<file path="config.mk">
export PLATFORM = sky130hd
export DESIGN_NAME = psc_core
export DESIGN_NICKNAME = d
export VERILOG_FILES = /design/src/rtl/psc_pkg.sv /design/src/rtl/psc_core.sv
export SDC_FILE = /design/constraint.sdc
export NUM_CORES = 1
export LEC_CHECK = 0
export BUFFER_PORTS_ARGS = -buffer_cell sky130_fd_sc_hd__buf_2
export CORE_UTILIZATION = 52
export DETAILED_ROUTE_END_ITERATION = 7
export PLACE_DENSITY = 0.79
export SYNTH_ARGS = -nofsm -noshare
export SYNTH_HDL_FRONTEND = slang
export SYNTH_SLANG_ARGS = --single-unit
</file>
<file path="constraint.sdc">
create_clock -name i_clk -period 2.56 [get_ports i_clk]
set_input_delay 0.256 -clock i_clk [delete_from_list [all_inputs] [get_ports i_clk]]
set_output_delay 0.256 -clock i_clk [all_outputs]
set_load 0.01 [all_outputs]
</file>
<file path="src/rtl/psc_pkg.sv">
// Shared constants and types for the path syntax checker.
`default_nettype none

package psc_pkg;

    localparam int MAX_LEN = 4096;
    localparam int POS_W   = $clog2(MAX_LEN + 1);
    localparam int OFF_W   = 13;
    localparam int UP_W    = 12;
    localparam int CNT_W   = 13;

    localparam logic [7:0]      CH_SLASH = 8'h2F;
    localparam logic [7:0]      CH_DOT   = 8'h2E;
    localparam logic [UP_W-1:0] UP_MAX   = {UP_W{1'b1}};

    localparam logic KIND_COMP = 1'b0;
    localparam logic KIND_SUM  = 1'b1;

    typedef enum logic [2:0] {
        PH_START,
        PH_PREFIX,
        PH_DOT1,
        PH_DOT2,
        PH_BODY
    } t_phase;

    typedef struct packed {
        logic             kind;
        logic [OFF_W-1:0] offset;
        logic             valid_res;
        logic             absolute;
        logic [UP_W-1:0]  go_up;
        logic [CNT_W-1:0] components;
    } t_result;

endpackage

`default_nettype wire

</file>
<file path="src/rtl/psc_core.sv">
// Path state registers and the per-character parse step.
`default_nettype none

module psc_core (
    input  wire logic            i_clk,
    input  wire logic            i_rst_n,
    input  wire logic            i_accept,
    input  wire logic [7:0]      i_ch,
    input  wire logic            i_is_end,
    output logic                 o_res_valid,
    output psc_pkg::t_result     o_res
);

    psc_pkg::t_phase                r_phase, n_phase;
    logic                           r_prev_slash, n_prev_slash;
    logic                           r_still_valid, n_still_valid;
    logic                           r_absolute, n_absolute;
    logic [psc_pkg::UP_W-1:0]       r_up, n_up;
    logic [psc_pkg::CNT_W-1:0]      r_slash_cnt, n_slash_cnt;
    logic [psc_pkg::POS_W-1:0]      r_char_pos, n_char_pos;
    logic [psc_pkg::OFF_W-1:0]      r_body_start, n_body_start;

    logic                           ok;
    logic                           body;
    logic [psc_pkg::POS_W:0]        pos_inc;
    logic [psc_pkg::OFF_W-1:0]      bstart;

    always_ff @(posedge i_clk) begin
        if (!i_rst_n) begin
            r_phase <= psc_pkg::PH_START;
        end else if (i_accept) begin
            r_phase <= n_phase;
        end
    end

    always_ff @(posedge i_clk) begin
        if (!i_rst_n) begin
            r_prev_slash  <= 1'b0;
            r_still_valid <= 1'b1;
            r_absolute    <= 1'b0;
            r_up          <= '0;
            r_slash_cnt   <= '0;
            r_char_pos    <= '0;
            r_body_start  <= '0;
        end else if (i_accept) begin
            r_prev_slash  <= n_prev_slash;
            r_still_valid <= n_still_valid;
            r_absolute    <= n_absolute;
            r_up          <= n_up;
            r_slash_cnt   <= n_slash_cnt;
            r_char_pos    <= n_char_pos;
            r_body_start  <= n_body_start;
        end
    end

    always_comb begin
        n_phase       = r_phase;
        n_prev_slash  = r_prev_slash;
        n_still_valid = r_still_valid;
        n_absolute    = r_absolute;
        n_up          = r_up;
        n_slash_cnt   = r_slash_cnt;
        n_char_pos    = r_char_pos;
        n_body_start  = r_body_start;
        o_res_valid   = 1'b0;
        o_res         = '0;
        body          = 1'b0;
        pos_inc       = {1'b0, r_char_pos} + 1'b1;
        ok            = r_still_valid &&
                        (r_phase == psc_pkg::PH_PREFIX || r_phase == psc_pkg::PH_BODY);
        bstart        = (r_phase == psc_pkg::PH_PREFIX) ?
                        psc_pkg::OFF_W'(r_char_pos) : r_body_start;

        if (i_is_end) begin
            // summary; all fields but kind zero when the path is bad
            o_res_valid = 1'b1;
            o_res.kind  = psc_pkg::KIND_SUM;
            if (ok) begin
                o_res.offset     = bstart;
                o_res.valid_res  = 1'b1;
                o_res.absolute   = r_absolute;
                o_res.go_up      = r_up;
                o_res.components = r_slash_cnt + 1'b1;
            end
            n_phase       = psc_pkg::PH_START;
            n_prev_slash  = 1'b0;
            n_still_valid = 1'b1;
            n_absolute    = 1'b0;
            n_up          = '0;
            n_slash_cnt   = '0;
            n_char_pos    = '0;
            n_body_start  = '0;
        end else if (r_still_valid) begin
            if (r_char_pos >= psc_pkg::POS_W'(psc_pkg::MAX_LEN)) begin
                n_still_valid = 1'b0;
            end else begin
                n_char_pos = psc_pkg::POS_W'(pos_inc);
                unique case (r_phase)
                    psc_pkg::PH_START: begin
                        if (i_ch == psc_pkg::CH_SLASH) begin
                            n_absolute   = 1'b1;
                            n_up         = '0;
                            n_prev_slash = 1'b1;
                            n_body_start = psc_pkg::OFF_W'(1);
                            n_phase      = psc_pkg::PH_BODY;
                        end else begin
                            n_up = psc_pkg::UP_W'(1);
                            if (i_ch == psc_pkg::CH_DOT) begin
                                n_phase = psc_pkg::PH_DOT1;
                            end else begin
                                n_body_start = psc_pkg::OFF_W'(r_char_pos);
                                n_phase      = psc_pkg::PH_BODY;
                                body         = 1'b1;
                            end
                        end
                    end
                    psc_pkg::PH_PREFIX: begin
                        if (i_ch == psc_pkg::CH_DOT) begin
                            n_phase = psc_pkg::PH_DOT1;
                        end else begin
                            n_body_start = psc_pkg::OFF_W'(r_char_pos);
                            n_phase      = psc_pkg::PH_BODY;
                            body         = 1'b1;
                        end
                    end
                    psc_pkg::PH_DOT1: begin
                        if (i_ch == psc_pkg::CH_DOT) begin
                            if (r_up < psc_pkg::UP_MAX) begin
                                n_up = r_up + 1'b1;
                            end
                            n_phase = psc_pkg::PH_DOT2;
                        end else if (i_ch == psc_pkg::CH_SLASH) begin
                            n_prev_slash = 1'b1;
                            n_phase      = psc_pkg::PH_PREFIX;
                        end else begin
                            n_still_valid = 1'b0;
                        end
                    end
                    psc_pkg::PH_DOT2: begin
                        if (i_ch == psc_pkg::CH_SLASH) begin
                            n_prev_slash = 1'b1;
                            n_phase      = psc_pkg::PH_PREFIX;
                        end else begin
                            n_still_valid = 1'b0;
                        end
                    end
                    default: begin
                        body = 1'b1;
                    end
                endcase

                if (body) begin
                    if (i_ch != psc_pkg::CH_SLASH) begin
                        n_prev_slash = 1'b0;
                    end else if (r_prev_slash) begin
                        n_still_valid = 1'b0;
                    end else begin
                        n_prev_slash = 1'b1;
                        n_slash_cnt  = r_slash_cnt + 1'b1;
                        o_res_valid  = 1'b1;
                        o_res.kind   = psc_pkg::KIND_COMP;
                        o_res.offset = psc_pkg::OFF_W'(pos_inc);
                    end
                end
            end
        end
    end

endmodule

`default_nettype wire

</file>
# Word level (Yosys, flattened, before mapping)
# Index checks and enable logic that the tools add are counted.
# W data, S select, Z words.
word_totals:
  out_inout_bits: 42
  wordCells: 117
  mem_count: 0
  latch_bits: 0
  regBits: 57
  ramBits: 0
  inputBits: 12
  rom_bits: 0
op_classes:
  muxes: 74
  div: 0
  addsub: 3
  shifts: 0
  n_reduce_logical: 18
  bitwise: 0
  mul: 0
  order_cmp: 2
  eq_ne: 12
op_table:
  columns: ["cell", "count"]
  rows:
  - ["$mux W13", 20]
  - ["$mux W12", 5]
  - ["$mux W40", 1]
  - ["$mux W1", 33]
  - ["$mux W27", 1]
  - ["$add A13 B1 Y13 const B", 2]
  - ["$pmux W13 S2", 1]
  - ["$pmux W12 S2", 1]
  - ["$mux W3", 7]
  - ["$eq A8 B6 Y1 const B", 2]
  - ["$mux W14", 1]
  - ["$ge A13 B13 Y1 const B", 1]
  - ["$add A12 B1 Y12 const B", 1]
  - ["$lt A12 B12 Y1 const B", 1]
  - ["$pmux W3 S4", 1]
  - ["$reduce_and A6 Y1", 2]
  - ["$ne A8 B6 Y1 const B", 1]
  - ["$reduce_and A4 Y1", 2]
  - ["$reduce_bool A2 Y1", 4]
  - ["$eq A3 B2 Y1 const B", 2]
  - ["$ne A2 B2 Y1 const B", 3]
  - ["$ne A3 B3 Y1 const B", 2]
  - ["$reduce_bool A3 Y1", 2]
  - ["$reduce_and A5 Y1", 1]
  - ["other kinds (10)", 12]

# Logic depth before layout (Yosys ltp)
# Gate-level depths: netlist (run 1).
depth:
  ltp_word: 11
  depth_mapped: 7

# Least setup slack after synthesis (run 1)
# Ideal clock, no wire load.
synth_timing:
  kind: "input to register"
  start: "input port i_ch[4]"
  end: "register r_up[6] (netlist name)"
  path_slack_ps: -19
  arrival_ps: 2520
  cell_stages: 7
  required_ps: 2501
  path_cell_list: "or4b_4 or4_4 buf_6 or4_1 buf_2 or4_1 nand2_1"
synth_via:
  elab_chain_cells: 3
synth_lines:
  columns: ["item", "line", "source"]
  rows:
  - ["from (decl)", "psc_core.sv:8", "input wire logic [7:0] i_ch,"]
  - ["$eq A8 B6 Y1", "psc_core.sv:127", "if (i_ch == psc_pkg::CH_DOT) begin"]
  - ["$ne A3 B3 Y1 (no line)", null, null]
  - ["$reduce_and A6 Y1 (no line)", null, null]
  - ["to (signal assigned)", "psc_core.sv:49", "r_up <= n_up;"]
  - ["to (decl)", "psc_core.sv:18", "logic [psc_pkg::UP_W-1:0] r_up, n_up;"]
# Every way passes these cells.
# A chain may end at the register's enable or synchronous reset.

==> out/summary.md, run 1 <==
The flow ran to the end, but the final reports show violations. The checks that failed: design-rule violations. The die is 84.35 um wide.

The worst hold-check path type is in2reg. The area of the die came out at 7114 um2. met2 is the most crowded layer.

The mapped netlist covers 3526 um2. The run gives 57 as the clock sink total. The critical path goes through ha_1 > nand3_1 > nor3_1 > and3_1 > nand2_1 > o21ai_0 > buf_2. Clock-pin slew was measured on the worst setup and hold paths at 70 ps. The share of the synthesized area in the top cell type is 32.36%, and the H-tree level count is 3.

The count of filler cells inserted in the layout is 547, and the share of the cycle needed by the critical path after routing is 93.35%. The repair_antennas step left the layout with diodes totalling 0. The maximum achievable frequency came out at 0.4184 GHz. For this configuration, the core starts out at a cell density of 54.59%. The area of the core was 6459 um2.

TritonCTS built the clock tree. The final non-filler cell area came out at 4198 um2. For the overall routed net length, the log shows 9.697 mm. The tools report the proportion of synthesized chip area in sequential cells as 32.36%. The detail-routed net length per standard cell is 15.54 um, and the remaining antenna violation count after routing is 0. The die is 84.35 um tall. Setup repair after global routing left no endpoint under its margin. Once detailed placement completed, the half-perimeter wirelength came to 6.781 mm. The Yosys step of the flow raised 0 warnings. 54 I/O pins were placed. The most instantiated flip-flop cell in the synthesis netlist is sky130_fd_sc_hd__dfxtp_1. The highest fanout seen on the critical path is 7. The logs give 2300 ps for the data required time at the worst endpoint and 37.84% for the normalized max-slew margin.

Across the run, the number of max-cap violations was 0. The number of max-slew violations in the final report is 0, and the arrival time reported for the critical path endpoint is 2130 ps. The met1 routing resource usage after global routing is 35.12%, and the slew at the pin with the worst max-slew slack is 932.4 ps. In the routed design, unresolved DRC markers number 2. Yosys attributes the largest share of cell area to sky130_fd_sc_hd__dfxtp_1 (32%), sky130_fd_sc_hd__a21oi_1 (6.0%), sky130_fd_sc_hd__nor2_1 (5.7%). The buffers plus inverters on the worst setup path came out at 1. In the synthesized netlist, the cells that appear most often are sky130_fd_sc_hd__dfxtp_1 (57), sky130_fd_sc_hd__nor2_1 (54), sky130_fd_sc_hd__nand2_1 (43). In the global route stage, met2 resource usage came out at 48.29%.

Port buffering added 53 buffers. The worst hold path passes through 3 cells. The number of cells on the worst reg-to-reg path is 5. The later pin in the worst-skew pair is clocked with a latency of 330 ps. The worst path needs 2390 ps of the cycle, external delays included.

Detailed routing inserted a total of 3813 vias. For this block, the initial DRC count from the detailed router was 277. At the end of the flow, the number of nets in the layout was 558. Setup violations remaining at the end of the flow were counted as 0.

Of all cell types, the one taking the most synthesized area is sky130_fd_sc_hd__dfxtp_1. The critical path crosses 7 cells after its start point. The power density over the cells was 447.4 nW/um2; the net count of the mapped netlist was 496. The slowest cell on the critical path was sky130_fd_sc_hd__dfxtp_1. The critical path is of the reg2out type. The critical path capture point type was a primary output. The number of global-route vias before repair was 3557. The worst-case IR drop observed on VDD is 0.2127 mV. The post-route clock skew is 6.180 ps, and the buffer levels on the longest clock path is 2.

The largest single stage delay on the critical path is 460 ps. The routability congestion estimate is 0.9703, and the number of failing hold endpoints at the final stage is 0. For this run, asynchronously set or reset flops after synthesis account for 0%. A synthesized cell averages 7.346 um2. The signed area change from the synthesized netlist to the final layout came out at 19.06%. For this run the aggregate overflow at the end of global routing stands at 0. Buffer cell driving the clock tree root: sky130_fd_sc_hd__clkbuf_8.

The first global-routing pass estimated 16.26 mm of wire. By instance count, the leading cell after synthesis is sky130_fd_sc_hd__dfxtp_1. The run gives 291.1 ps as the worst hold-check slack. The number of core rows was 29; the via-per-instance ratio was 6.111. TritonCTS created 9 clock buffers.

The synthesized design contains 0 enable-type register cells. The kind of start point of the critical path was a flip-flop. The logs give 7 for the first-pass iteration count of the detailed router and 480 for the cell count after synthesis. For this design the static power due to leakage is 1.692 nW. In this run the post-CTS setup repair buffer count came out at 0. The tools report the number of different library cells in the post-synthesis netlist as 57. Synthesis inferred 57 register bits. Across every metal layer, demand over resource in global routing totals 27.95%.

The family with the most delay on the worst path was simple AND/OR/NAND/NOR gates. In the final layout, the share of cells above drive strength 1 is 20.11%. The initial antenna violation count was 0. After detailed placement, the total cell area comes to 3974 um2.

For met3 alone, demand over resource in global routing was 3.835%. Entering global routing, the biggest net connects 18 pins.
==> tightest hold or removal path, stage by stage <==
cell                      delay (ps)
sky130_fd_sc_hd__buf_2           170
sky130_fd_sc_hd__nand2_1          90
sky130_fd_sc_hd__o21ai_1          70
==> state kept, by name (all words and copies together) (netlist names) <==
signal and flops:
r_absolute 1, r_body_start 13, r_still_valid 1, r_slash_cnt 13
r_char_pos 13, r_prev_slash 1, r_up 12, r_phase 3
==> per-stage QoR <==
step	cells	setup TNS, ps	setup WS (ps)	power (mW)	util [%]
2_1_floorplan	480	-19.19	-19.19	1.007	-
3_3_place_gp	608	-21.70	-21.70	1.061	61.53
3_5_place_dp	608	-43.42	-35.44	1.064	61.53
4_1_cts	624	0	7.883	1.887	64.55
5_1_grt	624	0	2.577	1.933	64.99
6_report	624	0	170.1	1.878	64.99
==> layout make-up <==
class | instances | area, um2 | share of cell area [%]
clock buffers | 13 | 148.9 | 3.547
clock inverters | 3 | 40.04 | 0.9538
inverters | 21 | 78.83 | 1.878
multi-input cells | 375 | 2238 | 53.32
flip-flops and latches | 57 | 1142 | 27.21
well taps | 77 | 96.34 | 2.295
repair buffers | 78 | 452.9 | 10.79
==> layout by cell type, fill, tap and decap left out, types with 5 or more instances in the layout <==
master,count
sky130_fd_sc_hd__nand3_1,24
sky130_fd_sc_hd__a31oi_1,8
sky130_fd_sc_hd__a21oi_1,42
sky130_fd_sc_hd__buf_4,25
sky130_fd_sc_hd__or4_1,5
sky130_fd_sc_hd__inv_1,21
sky130_fd_sc_hd__a21o_1,6
sky130_fd_sc_hd__nand2_1,42
sky130_fd_sc_hd__a22oi_1,9
sky130_fd_sc_hd__nor3_1,10
sky130_fd_sc_hd__and3_1,8
sky130_fd_sc_hd__buf_2,53
sky130_fd_sc_hd__nor2_1,54
sky130_fd_sc_hd__and2_1,15
sky130_fd_sc_hd__nand4_1,6
sky130_fd_sc_hd__clkbuf_8,10
sky130_fd_sc_hd__dfxtp_1,56
sky130_fd_sc_hd__o21ai_0,37
sky130_fd_sc_hd__xor2_1,5
sky130_fd_sc_hd__mux2i_1,17
sky130_fd_sc_hd__nand2b_1,6
sky130_fd_sc_hd__or3_1,7
sky130_fd_sc_hd__xnor2_1,6
==> metal layers <==
metal | routed length, um | share of wire [%] | vias up
met5 | 0 | 0 | -
met4 | 144 | 1.5 | 0
met3 | 642 | 6.6 | 17
met2 | 4685 | 48 | 160
met1 | 4225 | 44 | 1783
li1 | - | - | 1853
==> power breakdown <==
part	internal, mW	total [mW]	switching, mW
registers	0.891	0.895	0.00463
logic	0.0507	0.153	0.103
clock network	0.474	0.829	0.355
==> worst paths after layout <==
| path | start | to | slack (ps) |
|---|---|---|---|
| worst max register to register | r_phase[1] | r_up[9] | 180 |
| worst min-delay path | i_rst_n | r_up[8] | 290 |
| worst min register to register | r_up[6] | r_up[6] | 490 |
| worst max-delay path | r_char_pos[1] | o_res[39] | 170 |
==> cells by family after synthesis <==
logic type | Yosys count | share of synthesized area [%]
AND/OR/NAND/NOR | 209 | 30.34
XOR/XNOR | 11 | 2.732
adder cells (fa/ha/maj) | 4 | 1.420
buffers and inverters | 48 | 5.465
AO/OA/AOI/OAI | 134 | 22.85
multiplexers | 17 | 4.826
flip-flops | 57 | 32.36
==> repair_timing <==
action                                  in CTS  in global routing
hold buffers                                 0                  0
gates resized for setup                      1                  8
endpoints found under the hold margin        0                  0
endpoints found under the setup margin       2                 26
No activity file was read; power rests on OpenSTA's default activity.
==> run 2: changes to the inputs <==
CORE_ASPECT_RATIO = 1.5   (was not set)
GPL_ROUTABILITY_DRIVEN = 0   (was not set)
==> out/summary.md, run 2 (synthesis results as in run 1) <==
The tools report the maximum number of pins on one net before global-route repair as 27 (was 18). The run gives 606 (was 608) as the number of placed instances with taps included. The first-pass GRT wire length is 16.25 mm (was 16.26 mm), and the signed area change from the synthesized netlist to the final layout is 17.85% (was 19.06%).

The post-route clock skew is 11.18 ps (was 6.180 ps). The power density over the cells was 426.0 nW/um2 (was 447.4 nW/um2). For the top-level port count, the log shows 54 (unchanged). The max-cap check violation count is 0 (unchanged).

Worst hold-check path type: in2reg (unchanged). Series of cell instances along the critical path: nand2b_1 > nor4_2 > buf_4 > clkdlybuf4s15_2 > nand2_1 > o21ai_0 > buf_2 (was ha_1 > nand3_1 > nor3_1 > and3_1 > nand2_1 > o21ai_0 > buf_2). The via-per-instance ratio came out at 6.173 (was 6.111).

The type of the worst setup path was reg2out (unchanged). The estimated wirelength of the detail-placed design was 7.058 mm (was 6.781 mm); the slew at the pin with the worst max-slew slack was 1012 ps (was 932.4 ps). TritonCTS built the clock tree. The most frequent standard cell in the layout excluding fill and tap cells was sky130_fd_sc_hd__dfxtp_1 (unchanged). The logs give 4155 um2 (was 4198 um2) for the final non-filler cell area and 1141 um2 (was 1142 um2) for the sequential cell area. Highest-count cells in the layout ignoring fill and taps: sky130_fd_sc_hd__dfxtp_1 (57), sky130_fd_sc_hd__nor2_1 (54), sky130_fd_sc_hd__buf_2 (53) (was sky130_fd_sc_hd__dfxtp_1 (56), sky130_fd_sc_hd__nor2_1 (54), sky130_fd_sc_hd__buf_2 (53)). The filler-free cell count of the finished design is 623 (was 624). The run gives 2 (unchanged) as the buffer levels on the longest clock path. The run gives 0 (was 2) as the final routed DRC violation total. The run finished with clean final reports. The logs give 340 ps (was 330 ps) for the latest clock arrival within the worst-skew pair and 0 (unchanged) for the number of setup violations in the final report.

For the initial antenna violation count, the log shows 0 (unchanged). The clock-pin transition on the worst setup and hold timing paths came out at 70 ps (about the same). The run gives 3 (unchanged) as the H-tree level count. The run gives 7121 um2 (was 7114 um2) as the area of the die. The net count reported at finish is 559 (was 558), and the count of filler cells inserted in the layout is 577 (was 547). The post-layout minimum cycle time is 2437 ps (was 2390 ps). The share of the cycle needed by the critical path after routing is 95.21% (was 93.35%), and the remaining antenna violation count after routing is 0 (unchanged).

The overall routed net length was 9.902 mm (was 9.697 mm); the number of max-slew violations in the final report was 0 (unchanged). Slowest cell on the critical path: sky130_fd_sc_hd__dfxtp_1 (unchanged). Largest registers ranked by flip-flop count: r_body_start (13), r_char_pos (13), r_slash_cnt (13) (unchanged).

Data required time at the worst endpoint: 2300 ps (about the same). Detail-routed net length per standard cell: 15.89 um (was 15.54 um). Setup repair after global routing left no endpoint under its margin.

For the total negative slack, the log shows 0 ps (unchanged). The number of buffers inserted by port buffering was 53 (unchanged). The buffers plus inverters on the worst setup path was 3 (was 1); the area of the core was 6531 um2 (was 6459 um2). The highest fanout seen on the critical path works out to 8 (was 7). The die boundary height is 102.9 um (was 84.35 um). Clock sink total: 57 (unchanged). The tools report the violation count after the first detailed-route iteration as 369 (was 277). The share of post-route cells with drive strength above 1 works out to 19.56% (was 20.11%). The number of global-route vias before repair came out at 3540 (was 3557). Family with the most delay on the worst path: simple AND/OR/NAND/NOR gates (unchanged). The number of buffers created by CTS came out at 9 (unchanged). The first-pass iteration count of the detailed router is 6 (was 7), and the biggest cell delay along the critical path is 400 ps (was 460 ps).

For the total chip power, the log shows 1.770 mW (was 1.878 mW). The number of core rows is 36 (was 29), and the normalized max-slew margin is 32.55% (was 37.84%). The tools report the fraction of the core area covered by cells at the end of the flow as 63.62% (was 64.99%).

The tools report the buffer cell driving the clock tree root as sky130_fd_sc_hd__clkbuf_8 (unchanged). The run gives 28.58% (was 27.95%) as the aggregate global-route resource usage. The area taken by multi-input logic gates was 2215 um2 (was 2238 um2); the maximum achievable frequency was 0.4103 GHz (was 0.4184 GHz). The run gives 3846 (was 3813) as the vias after detailed routing. The number of failing hold endpoints at the final stage came out at 0 (unchanged).

The logs give 0 (unchanged) for the global route total overflow and 0.2614 mV (was 0.2127 mV) for the maximum resistive drop on vdd. The tools report the initial core utilization as 53.98% (was 54.59%). For the arrival time reported for the critical path endpoint, the log shows 2180 ps (was 2130 ps). The run gives 0 (unchanged) as the number of antenna cells inserted.

For the post-place instance area, the log shows 3965 um2 (was 3974 um2). The tools report the critical path capture point type as a primary output (unchanged). The reported leakage power is 1.686 nW (was 1.692 nW). The die boundary width is 69.24 um (was 84.35 um). Kind of start point of the critical path: a flip-flop (unchanged).
[run 2: through the flow]
stage                     setup slack (ps)  hold slack [ps]
after floorplan                     -19.19            428.5
after global placement               32.11            459.5
after detailed placement             25.77            470.2
after CTS                            87.21            288.6
after global routing                 4.615            320.1
final                                122.6            303.9
[run 2: cell type report]
| class | instances | share of cell area (%) |
|---|---|---|
| clock buffers | 11 | 3.403 |
| clock inverters | 4 | 0.4818 |
| inverters | 21 | 1.897 |
| multi-input cells | 375 | 53.30 |
| flip-flops and latches | 57 | 27.46 |
| well taps | 76 | 2.288 |
| repair buffers | 79 | 11.17 |
[run 2: path summary, 6_finish.rpt]
kind	from	endpoint	slack [ps]	cells after the start
max reg2reg	r_phase[0]	r_up[2]	250	5
min	i_ch[0]	r_prev_slash	300	3
max	r_char_pos[12]	o_res[39]	120	7
min reg2reg	r_slash_cnt[12]	r_slash_cnt[12]	490	2
[run 2: power by group]
part           total, mW  internal (mW)  switching, mW
clock network      0.725          0.365          0.360
registers          0.896          0.891        0.00480
logic              0.149         0.0484          0.100
total               1.77           1.30          0.466
[run 2: what timing repair did]
action | in CTS | in global routing
setup endpoints to repair | 0 | 8
gates resized for setup | 0 | 3
hold buffers | 0 | 0
buffers inserted | 0 | 1
[run 2: per-layer routing]
| metal | GRT usage [%] | vias up | part of all wire [%] | routed length (um) |
|---|---|---|---|---|
| li1 | - | 1854 | - | - |
| met1 | 30.97 | 1796 | 40 | 3963 |
| met2 | 52.28 | 161 | 52 | 5136 |
| met3 | 4.594 | 35 | 4.8 | 475 |
| met4 | 17.58 | 0 | 3.3 | 325 |
| met5 | 0 | - | 0 | 0 |
[run 2: worst register-to-register path, cell delays in order, from the launching register on]
cell	delay (ps)
sky130_fd_sc_hd__dfxtp_1	340
sky130_fd_sc_hd__or4b_2	690
sky130_fd_sc_hd__or4_1	580
sky130_fd_sc_hd__a31oi_1	370
sky130_fd_sc_hd__o21ai_0	170
sky130_fd_sc_hd__o31ai_1	90
